$ cat src/rtl/core/bmba_div.sv
// bmba_div: splits a block number by a constant divisor into map word index and
// bit offset with a reciprocal multiply; start passes through v1 and v2 to done. No dependencies.
`default_nettype none
module bmba_div #(
  parameter int DW      = 16,
  parameter int DIVISOR = 32
) (
  input  wire logic                         clk,
  input  wire logic                         rst,
  input  wire logic                         start,
  input  wire logic [DW-1:0]                dividend,
  output logic                              done,
  output logic      [DW-1:0]                quotient,
  output logic      [$clog2(DIVISOR)-1:0]   remainder
);

  localparam int KW = $clog2(DIVISOR);
  localparam int SH = DW + KW;
  localparam int MW = DW + 2;
  localparam int PW = (SH + DW > DW + MW) ? SH + DW : DW + MW;
  localparam logic [MW-1:0] RECIP =
    MW'(((64'd1 << SH) + 64'(DIVISOR) - 64'd1) / 64'(DIVISOR));

  logic          v1;
  logic          v2;
  logic [DW-1:0] held;
  logic [PW-1:0] prod;
  logic [DW-1:0] q;
  logic [KW-1:0] r;
  logic [KW-1:0] qd;

  assign qd        = KW'(q * DIVISOR);
  assign quotient  = q;
  assign remainder = r;

  always_ff @(posedge clk) begin
    if (rst) begin
      v1   <= 1'b0;
      v2   <= 1'b0;
      done <= 1'b0;
    end else begin
      v1   <= start;
      v2   <= v1;
      done <= v2;
    end
  end

  always_ff @(posedge clk) begin
    if (start) begin
      held <= dividend;
      prod <= PW'(dividend) * PW'(RECIP);
    end
    if (v1) begin
      q <= prod[SH +: DW];
    end
    if (v2) begin
      r <= held[KW-1:0] - qd;
    end
  end

endmodule
`default_nettype wire

$ cat config.mk
export PLATFORM = sky130hd
export DESIGN_NAME = bmba_div
export DESIGN_NICKNAME = d
export VERILOG_FILES = /design/src/rtl/core/bmba_div.sv
export SDC_FILE = /design/constraint.sdc
export NUM_CORES = 1
export LEC_CHECK = 0
export BUFFER_PORTS_ARGS = -buffer_cell sky130_fd_sc_hd__buf_2
export CORE_MARGIN = 10
export CORE_UTILIZATION = 40
export CTS_CLUSTER_DIAMETER = 40
export DETAILED_ROUTE_END_ITERATION = 16
export PLACE_DENSITY = 0.69
export SYNTH_ARGS = -nofsm -noshare
export SYNTH_HDL_FRONTEND = slang
export SYNTH_SLANG_ARGS = --single-unit
$ cat constraint.sdc
create_clock -name clk -period 0.95 [get_ports clk]
set_input_delay 0.0475 -clock clk [delete_from_list [all_inputs] [get_ports clk]]
set_output_delay 0.0475 -clock clk [all_outputs]
set_load 0.01 [all_outputs]
==> results of run 1 <==
[kinds of logic (layout without fill, tap and decap cells)]
| logic type | count (synthesis) | in the layout |
|---|---|---|
| buffers and inverters | 5 | 62 |
| flip-flops | 35 | 35 |
| other | 1 | 5 |
| AND/OR/NAND/NOR | 3 | 3 |
[stage by stage]
step	utilization	setup TNS, ps	power [mW]	instances
2_1_floorplan	-	0	1.91	48
3_3_place_gp	0.510	0	2.00	110
3_5_place_dp	0.510	0	2.01	110
4_1_cts	0.597	0	2.77	135
5_1_grt	0.599	-39.6	2.88	135
6_report	0.599	0	2.75	135
[cell type report]
class                      instances  area (um2)
clock buffer                       8        48.8
tap                               30        37.5
timing repair buffer              54         367
multi-input combinational          8        37.5
sequential                        35        1020
fill                             208        1010
[path summary, 6_finish.rpt]
| path | slack (ps) | to | from | depth (start not counted) |
|---|---|---|---|---|
| worst max-delay path | 30 | quotient[10] | quotient[10] | 1 |
| worst min-delay path | 140 | held[7] | start | 1 |
| worst max register to register | 160 | quotient[4] | v1 | 1 |
| worst min register to register | 430 | quotient[9] | held[14] | 0 |
[metal layers]
metal | vias to the layer above | track usage
met2 | 18 | 0.140
met4 | 0 | 0.0516
met5 | - | 0
met1 | 267 | 0.0713
met3 | 6 | 0.0558
li1 | 274 | -
[registers in the layout, summed over array words and instances, names as in the netlist]
| signal | count |
|---|---|
| held | 16 |
| v1 | 1 |
| quotient | 11 |
| v2 | 1 |
| done | 1 |
| remainder | 5 |
[where the power goes]
part	internal, mW	switching, mW
combinational	0.107	0.0897
sequential	1.80	0.0272
clock	0.294	0.430
total	2.20	0.547
[cell usage in the layout (no fill, tap or decap)]
cell type	Yosys	layout
buf_2	0	34
edfxtp_1	32	32
dlygate4sd3_1	0	17
conb_1	1	5
clkbuf_4	0	5
nor2b_1	3	3
clkbuf_1	0	3
dfxtp_1	3	3
buf_4	5	2
buf_6	0	1
[what timing repair did]
item | 4_1_cts | 5_1_grt
hold endpoints to repair | 19 | 0
hold buffers | 17 | 0
gates resized for setup | 0 | 1
setup endpoints to repair | 0 | 7
==> flow_summary.toml, run 1 <==
[run_status]
status = "finished clean"

[power_and_ir_drop]
power_leakage_nw = 0.602
ir_drop_mv = 1.11
power_density_mw_per_mm2 = 1820

[setup_path]
path_class = "flip-flop to output pin"
crit_fanout = 1
crit_family = "flip-flops"
path_cells = "buf_2"
critPathBufInv = 1
cp_slowest_stage_delay_ps = 390
worstSetupStartpointType = "flip-flop"
arrival_ps = 870
slowest_stage = "edfxtp_1"
cp-end-kind = "output pin"
cp.required_ps = 900

[sta]
skew_ps = 11.4
max_freq_mhz = 1080
finalSetupViolCount = 0
fin_crit_ps = 922
worst_slack_ps = 27.7
slew_viol_final = 0
holdWs_ps = 137
hold_viol = 0
rsz0062_at_grt = "true"
period_share = 0.971

[yosys]
synth_compound_area_frac = 0
synth_top_family_by_area = "buffers and inverters"
syn_area_per_cell_um2 = 24.6
yosys.area.top_type_share = 0.889
synthTopCellsByArea = "edfxtp_1 (89%), dfxtp_1 (5.6%), buf_4 (3.5%)"
async_reset_ff_frac = 0
syn_inst = 44
synth_area_mm2 = 0.00108
synth_edf_count = 32
yosysWarnings = 0
synth_fa_ha_area_frac = 0
synth_xor_area_frac = 0
synth_cell_type_count = 5
synth-simple-area-share = 0.0174
synth_top_area_cell = "edfxtp_1"
yosysMostFrequentCell = "edfxtp_1"
yosysSeqAreaShare = 0.944
synth_common_cells = "edfxtp_1 (32), buf_4 (5), dfxtp_1 (3), nor2b_1 (3), conb_1 (1)"
synth_ff_type = "edfxtp_1"
synth_seq_cells = 35
yosys-mux-area-fraction = 0

[drt]
vias = 565
drt-met1-wl_um = 660
wl_met2_um = 1080
routedWlPerCell_um = 14.3
viasPerCell = 4.19
top_layer_used = "met4"
ant_nets = 0
drt_iter0_drc = 18
drc = 0
firstDrtPassIters = 3
wl_um = 1930
wl_met3_um = 140

[clock_network]
numCtsBuffers = 5
cts-root-buf = "clkbuf_4"
clk_pin_slew_worst_paths_ps = 100
cts_tree = "yes"
clockBufferDepth = 2
cts.sinks = 35
clock_latency_ps = 340
htree_levels = 2
cts_setup_buffers = 0

[die]
start_util = 0.429
die_h_um = 72.0
fp.coreArea_mm2 = 0.00252
pin_count = 41
die_w_um = 72.0
dieArea_mm2 = 0.00518
rows = 18

[grt]
gr-total-overflow = 0
grt_pass1_wl_um = 3110
grt_max_degree = 18
grt_pass1_vias = 649
grt_usage = 0.0834
antenna_found_initial = 0

[finish]
final_nets = 123
syn_to_final_growth_pct = 39.8
finalInstanceArea_mm2 = 0.00151
num_antenna_cells = 0
drive_gt1_frac = 0.400

[job]
drv_cap = 0

[place]
io_buffer_count = 35
finalWeightedCongestion = 0.732
placed_area_mm2 = 0.00129
dp_slack_ps = 187

[min_path]
worstHoldPathType = "input pin to flip-flop"
(Power assumes the default switching activity.)
==> run 2: changes to the inputs <==
--- a/config.mk
+++ b/config.mk
@@ -6,11 +6,13 @@
 export NUM_CORES = 1
 export LEC_CHECK = 0
 export BUFFER_PORTS_ARGS = -buffer_cell sky130_fd_sc_hd__buf_2
+export CELL_PAD_IN_SITES_DETAIL_PLACEMENT = 1
+export CELL_PAD_IN_SITES_GLOBAL_PLACEMENT = 1
 export CORE_MARGIN = 10
-export CORE_UTILIZATION = 40
+export CORE_UTILIZATION = 35
 export CTS_CLUSTER_DIAMETER = 40
 export DETAILED_ROUTE_END_ITERATION = 16
-export PLACE_DENSITY = 0.69
+export PLACE_DENSITY = 0.72
 export SYNTH_ARGS = -nofsm -noshare
 export SYNTH_HDL_FRONTEND = slang
 export SYNTH_SLANG_ARGS = --single-unit
==> run 2 against run 1 <==
Via count is 1.2% lower. Setup slack better by 1.8 ps. Die area is 10% higher. Cell count is 1.5% higher. Utilization is 8.8 points lower. Count of clock-buffer cells in the layout stayed put. Combinational power hardly changed. Non-clock buffer count is 1 lower. Global-route usage hardly changed. Wire length is 8.3% higher. Critical path depth stayed put. Largest cell class unchanged.
==> flow_summary.toml, run 2 (same netlist as run 1, synthesis figures left out) <==
[run_status]
status = "finished clean"

[power_and_ir_drop]
p_sw_mw = 0.550
netSwitchingFraction = 0.190
p_int_mw = 2.34
combPwrFrac = 0.068
ir_drop_mv = 0.780
power_density_mw_per_mm2 = 1880
power_leakage_nw = 0.611
share_seq_of_total_power = 0.633
total_power_mw = 2.89
clkPwrFrac = 0.299

[sta]
skew_ps = 3.30
hold_viol = 0
max_freq_mhz = 1090
slew_viol_final = 0
holdWs_ps = 153
period_share = 0.969
finalSetupViolCount = 0
fin_crit_ps = 920
rsz0062_at_grt = "true"

[grt]
grt_max_degree = 18
grt_pass1_vias = 628
grt_usage = 0.0837
antenna_found_initial = 0
gr-total-overflow = 0
grt_pass1_wl_um = 3290

[drt]
vias = 558
ant_nets = 0
drc = 0
routedWlPerCell_um = 15.2
drt_iter0_drc = 21
firstDrtPassIters = 3
wl_um = 2090
viasPerCell = 4.07

[place]
finalWeightedCongestion = 0.680
io_buffer_count = 35

[setup_path]
crit_family = "flip-flops"
crit_fanout = 1
critPathBufInv = 1
cp-end-kind = "output pin"
path_class = "flip-flop to output pin"
arrival_ps = 870
worstSetupStartpointType = "flip-flop"
cp_slowest_stage_delay_ps = 400
path_cells = "buf_2"
slowest_stage = "edfxtp_1"
cp.required_ps = 900

[clock_network]
htree_levels = 2
clockBufferDepth = 2
cts_tree = "yes"
cts_setup_buffers = 0
numCtsBuffers = 5
clock_latency_ps = 320
cts-root-buf = "clkbuf_4"
clk_pin_slew_worst_paths_ps = 90
cts.sinks = 35
ctsResizeCount = 0

[finish]
fillers = 298
syn_to_final_growth_pct = 41.9
layout_common_cells = "buf_2 (35), edfxtp_1 (32), dlygate4sd3_1 (17)"
num_antenna_cells = 0
layout_commonest_cell = "buf_2"
largest_reg_flops = 16
final_nets = 122
largest_register = "held"
drive_gt1_frac = 0.413

[die]
die_h_um = 75.6
die_w_um = 75.6
rows = 20
dieArea_mm2 = 0.00571
start_util = 0.360
fp.coreArea_mm2 = 0.00300
pin_count = 41

[job]
drv_cap = 0

[min_path]
worstHoldPathType = "input pin to flip-flop"
==> run 2: cell type report <==
class	count	area, um2	share of cell area
sequential	35	1020	0.666
timing repair buffer	53	365	0.238
clock buffer	8	68.8	0.0449
tap	33	41.3	0.0269
multi-input combinational	8	37.5	0.0245
==> run 2: final timing paths <==
path / startpoint / end / slack [ps] / depth (start not counted)
max reg2reg: v1 / quotient[6] / 70 / 1
max: quotient[6] / quotient[6] / 30 / 1
min reg2reg: held[7] / quotient[2] / 430 / 0
min: start / held[2] / 150 / 1
==> run 2: stage by stage <==
| step | setup WS [ps] | setup TNS (ps) | std cells | util | area [um2] |
|---|---|---|---|---|---|
| 4_1_cts | -0.702 | -0.702 | 137 | 0.511 | 1530 |
| 3_3_place_gp | 116 | 0 | 112 | 0.431 | 1290 |
| 3_5_place_dp | 80.9 | 0 | 112 | 0.431 | 1290 |
| 5_1_grt | -37.7 | -153 | 137 | 0.511 | 1530 |
| 6_report | 29.5 | 0 | 137 | 0.511 | 1530 |
| 2_1_floorplan | 84.0 | 0 | 48 | - | 1100 |
==> run 2: layer usage <==
metal  up-vias  wire, um  GRT usage
li1        274         -          -
met1       263       690     0.0779
met2        15      1220      0.144
met3         6       112     0.0352
met4         0        65     0.0619
met5         -         0          0
==> run 2: power by group through the flow <==
stage	registers [mW]	clock network [mW]	logic, mW
after floorplan	1.88	0	0.0271
after global placement	1.86	0	0.141
after detailed placement	1.87	0	0.145
after CTS	1.83	0.906	0.200
after global routing	1.84	0.999	0.216
final	1.83	0.865	0.198
==> run 2: repair_timing <==
item,in CTS,in global routing
endpoints found under the setup margin,1,11
hold endpoints to repair,19,0
hold buffers,17,0
pin swaps,0,0
==> run 3: changes to the inputs <==
--- a/config.mk
+++ b/config.mk
@@ -12,7 +12,7 @@
 export CORE_UTILIZATION = 35
 export CTS_CLUSTER_DIAMETER = 40
 export DETAILED_ROUTE_END_ITERATION = 16
-export PLACE_DENSITY = 0.72
+export PLACE_DENSITY_LB_ADDON = 0.05
 export SYNTH_ARGS = -nofsm -noshare
 export SYNTH_HDL_FRONTEND = slang
 export SYNTH_SLANG_ARGS = --single-unit
==> run 3 against run 2 <==
Cell count is 0.73% higher. Register-to-register slack better by 90 ps. Count of clock-buffer cells in the layout is 3 lower. Global-route usage is 0.52 points lower. Design area is 2.0% higher. Non-clock buffer count is 1 higher. Worst hold slack worse by 9.6 ps. Setup slack worse by 14 ps. Critical endpoint is now remainder[1]. Clock skew is 1.3 ps lower. Combinational power hardly changed. Clock power is 51% higher. Power is 15% higher.
==> flow_summary.toml, run 3 (same netlist as run 1, synthesis figures left out) <==
[run_status]
status = "finished clean"

[grt]
gr-total-overflow = 0
grt_max_degree = 18
grt_usage = 0.0785
antenna_found_initial = 0
grt_pass1_wl_um = 3080
grt_pass1_vias = 656

[power_and_ir_drop]
ir_drop_mv = 1.11
power_density_mw_per_mm2 = 2130
power_leakage_nw = 0.625
total_power_mw = 3.33

[sta]
worst_slack_ps = 15.1
max_freq_mhz = 1070
fin_crit_ps = 935
hold_viol = 0
rsz0062_at_grt = "true"
slew_viol_final = 0
finalSetupViolCount = 0
period_share = 0.984
skew_ps = 1.99

[clock_network]
cts_tree = "yes"
cts-root-buf = "clkbuf_4"
clk_pin_slew_worst_paths_ps = 100
cts.sinks = 35
clock_latency_ps = 340
htree_levels = 2
numCtsBuffers = 5
clockBufferDepth = 2
ctsResizeCount = 0

[setup_path]
worstSetupStartpointType = "flip-flop"
r2r_start = "v1"
path_class = "flip-flop to output pin"
cp_slowest_stage_delay_ps = 400
critPathBufInv = 1
crit_path_start = "remainder[1]"
crit_fanout = 1
cp-end-kind = "output pin"
path_cells = "buf_2"
arrival_ps = 890
slowest_stage = "edfxtp_1"
crit_family = "flip-flops"
cp.required_ps = 900

[die]
fp.coreArea_mm2 = 0.00300
dieArea_mm2 = 0.00571
die_h_um = 75.6
start_util = 0.360
pin_count = 41
rows = 20
die_w_um = 75.6

[finish]
layout_commonest_cell = "buf_2"
largest_reg_flops = 16
layout_common_cells = "buf_2 (35), edfxtp_1 (32), dlygate4sd3_1 (17)"
finalInstanceArea_mm2 = 0.00157
largest_register = "held"
fillers = 297
layout.cells.non_filler = 138
final_nets = 123
syn_to_final_growth_pct = 44.8
drive_gt1_frac = 0.429
num_antenna_cells = 0

[drt]
wl_um = 1950
ant_nets = 0
firstDrtPassIters = 3
drc = 0
drt_iter0_drc = 33
routedWlPerCell_um = 14.2
vias = 563
viasPerCell = 4.08

[job]
drv_cap = 0

[place]
io_buffer_count = 35
placed_area_mm2 = 0.00129
dp_slack_ps = 159
dp.cells = 113
finalWeightedCongestion = 0.646

[min_path]
hp-start = "start"
worstHoldPathType = "input pin to flip-flop"
-- run 3: cell count changes in the layout (fill, tap and decap cells not counted) --
cell	delta
buf_4	+2
clkbuf_1	-1
clkbuf_8	-2
clkinvlp_4	+1
bufinv_16	+2
buf_12	-1
-- run 3: path summary, 6_finish.rpt --
check / to / slack, ps / cells past startpoint
hold reg to reg: quotient[5] / 430 / 0
setup / recovery: remainder[1] / 20 / 1
hold / removal: held[3] / 140 / 1
setup reg to reg: quotient[6] / 160 / 1
-- run 3: through the flow --
step / util / hold slack [ps] / TNS (ps)
4_1_cts: 0.521 / 133 / -8.96
3_5_place_dp: 0.430 / 227 / 0
3_3_place_gp: 0.430 / 223 / 0
2_1_floorplan: - / 119 / 0
6_report: 0.521 / 143 / 0
5_1_grt: 0.521 / 137 / -252
-- run 3: area by class of cell --
type | instances | area [um2] | area share
Tap cell | 33 | 41.3 | 0.0264
Sequential cell | 35 | 1020 | 0.652
Clock buffer | 5 | 37.5 | 0.0240
Clock inverter | 3 | 67.6 | 0.0432
Multi-Input combinational cell | 8 | 37.5 | 0.0240
Timing Repair Buffer | 54 | 360 | 0.230
-- run 3: layer usage --
layer / GRT usage / share of wire / up-vias
met3: 0.0404 / 0.073 / 8
met5: 0 / 0 / -
met2: 0.137 / 0.54 / 26
met1: 0.0675 / 0.36 / 256
li1: - / - / 273
met4: 0.0557 / 0.031 / 0
-- run 3: timing repair --
action                                  4_1_cts  5_1_grt
endpoints found under the hold margin        19        0
endpoints found under the setup margin        1       12
hold buffers                                 17        0
buffers inserted                              0        0
-- run 3: power breakdown --
| part | switching (mW) | leakage, nW | internal (mW) |
|---|---|---|---|
| Combinational | 0.0892 | 0.243 | 0.106 |
| Sequential | 0.0269 | 0.330 | 1.80 |
| Clock | 0.497 | 0.0514 | 0.818 |
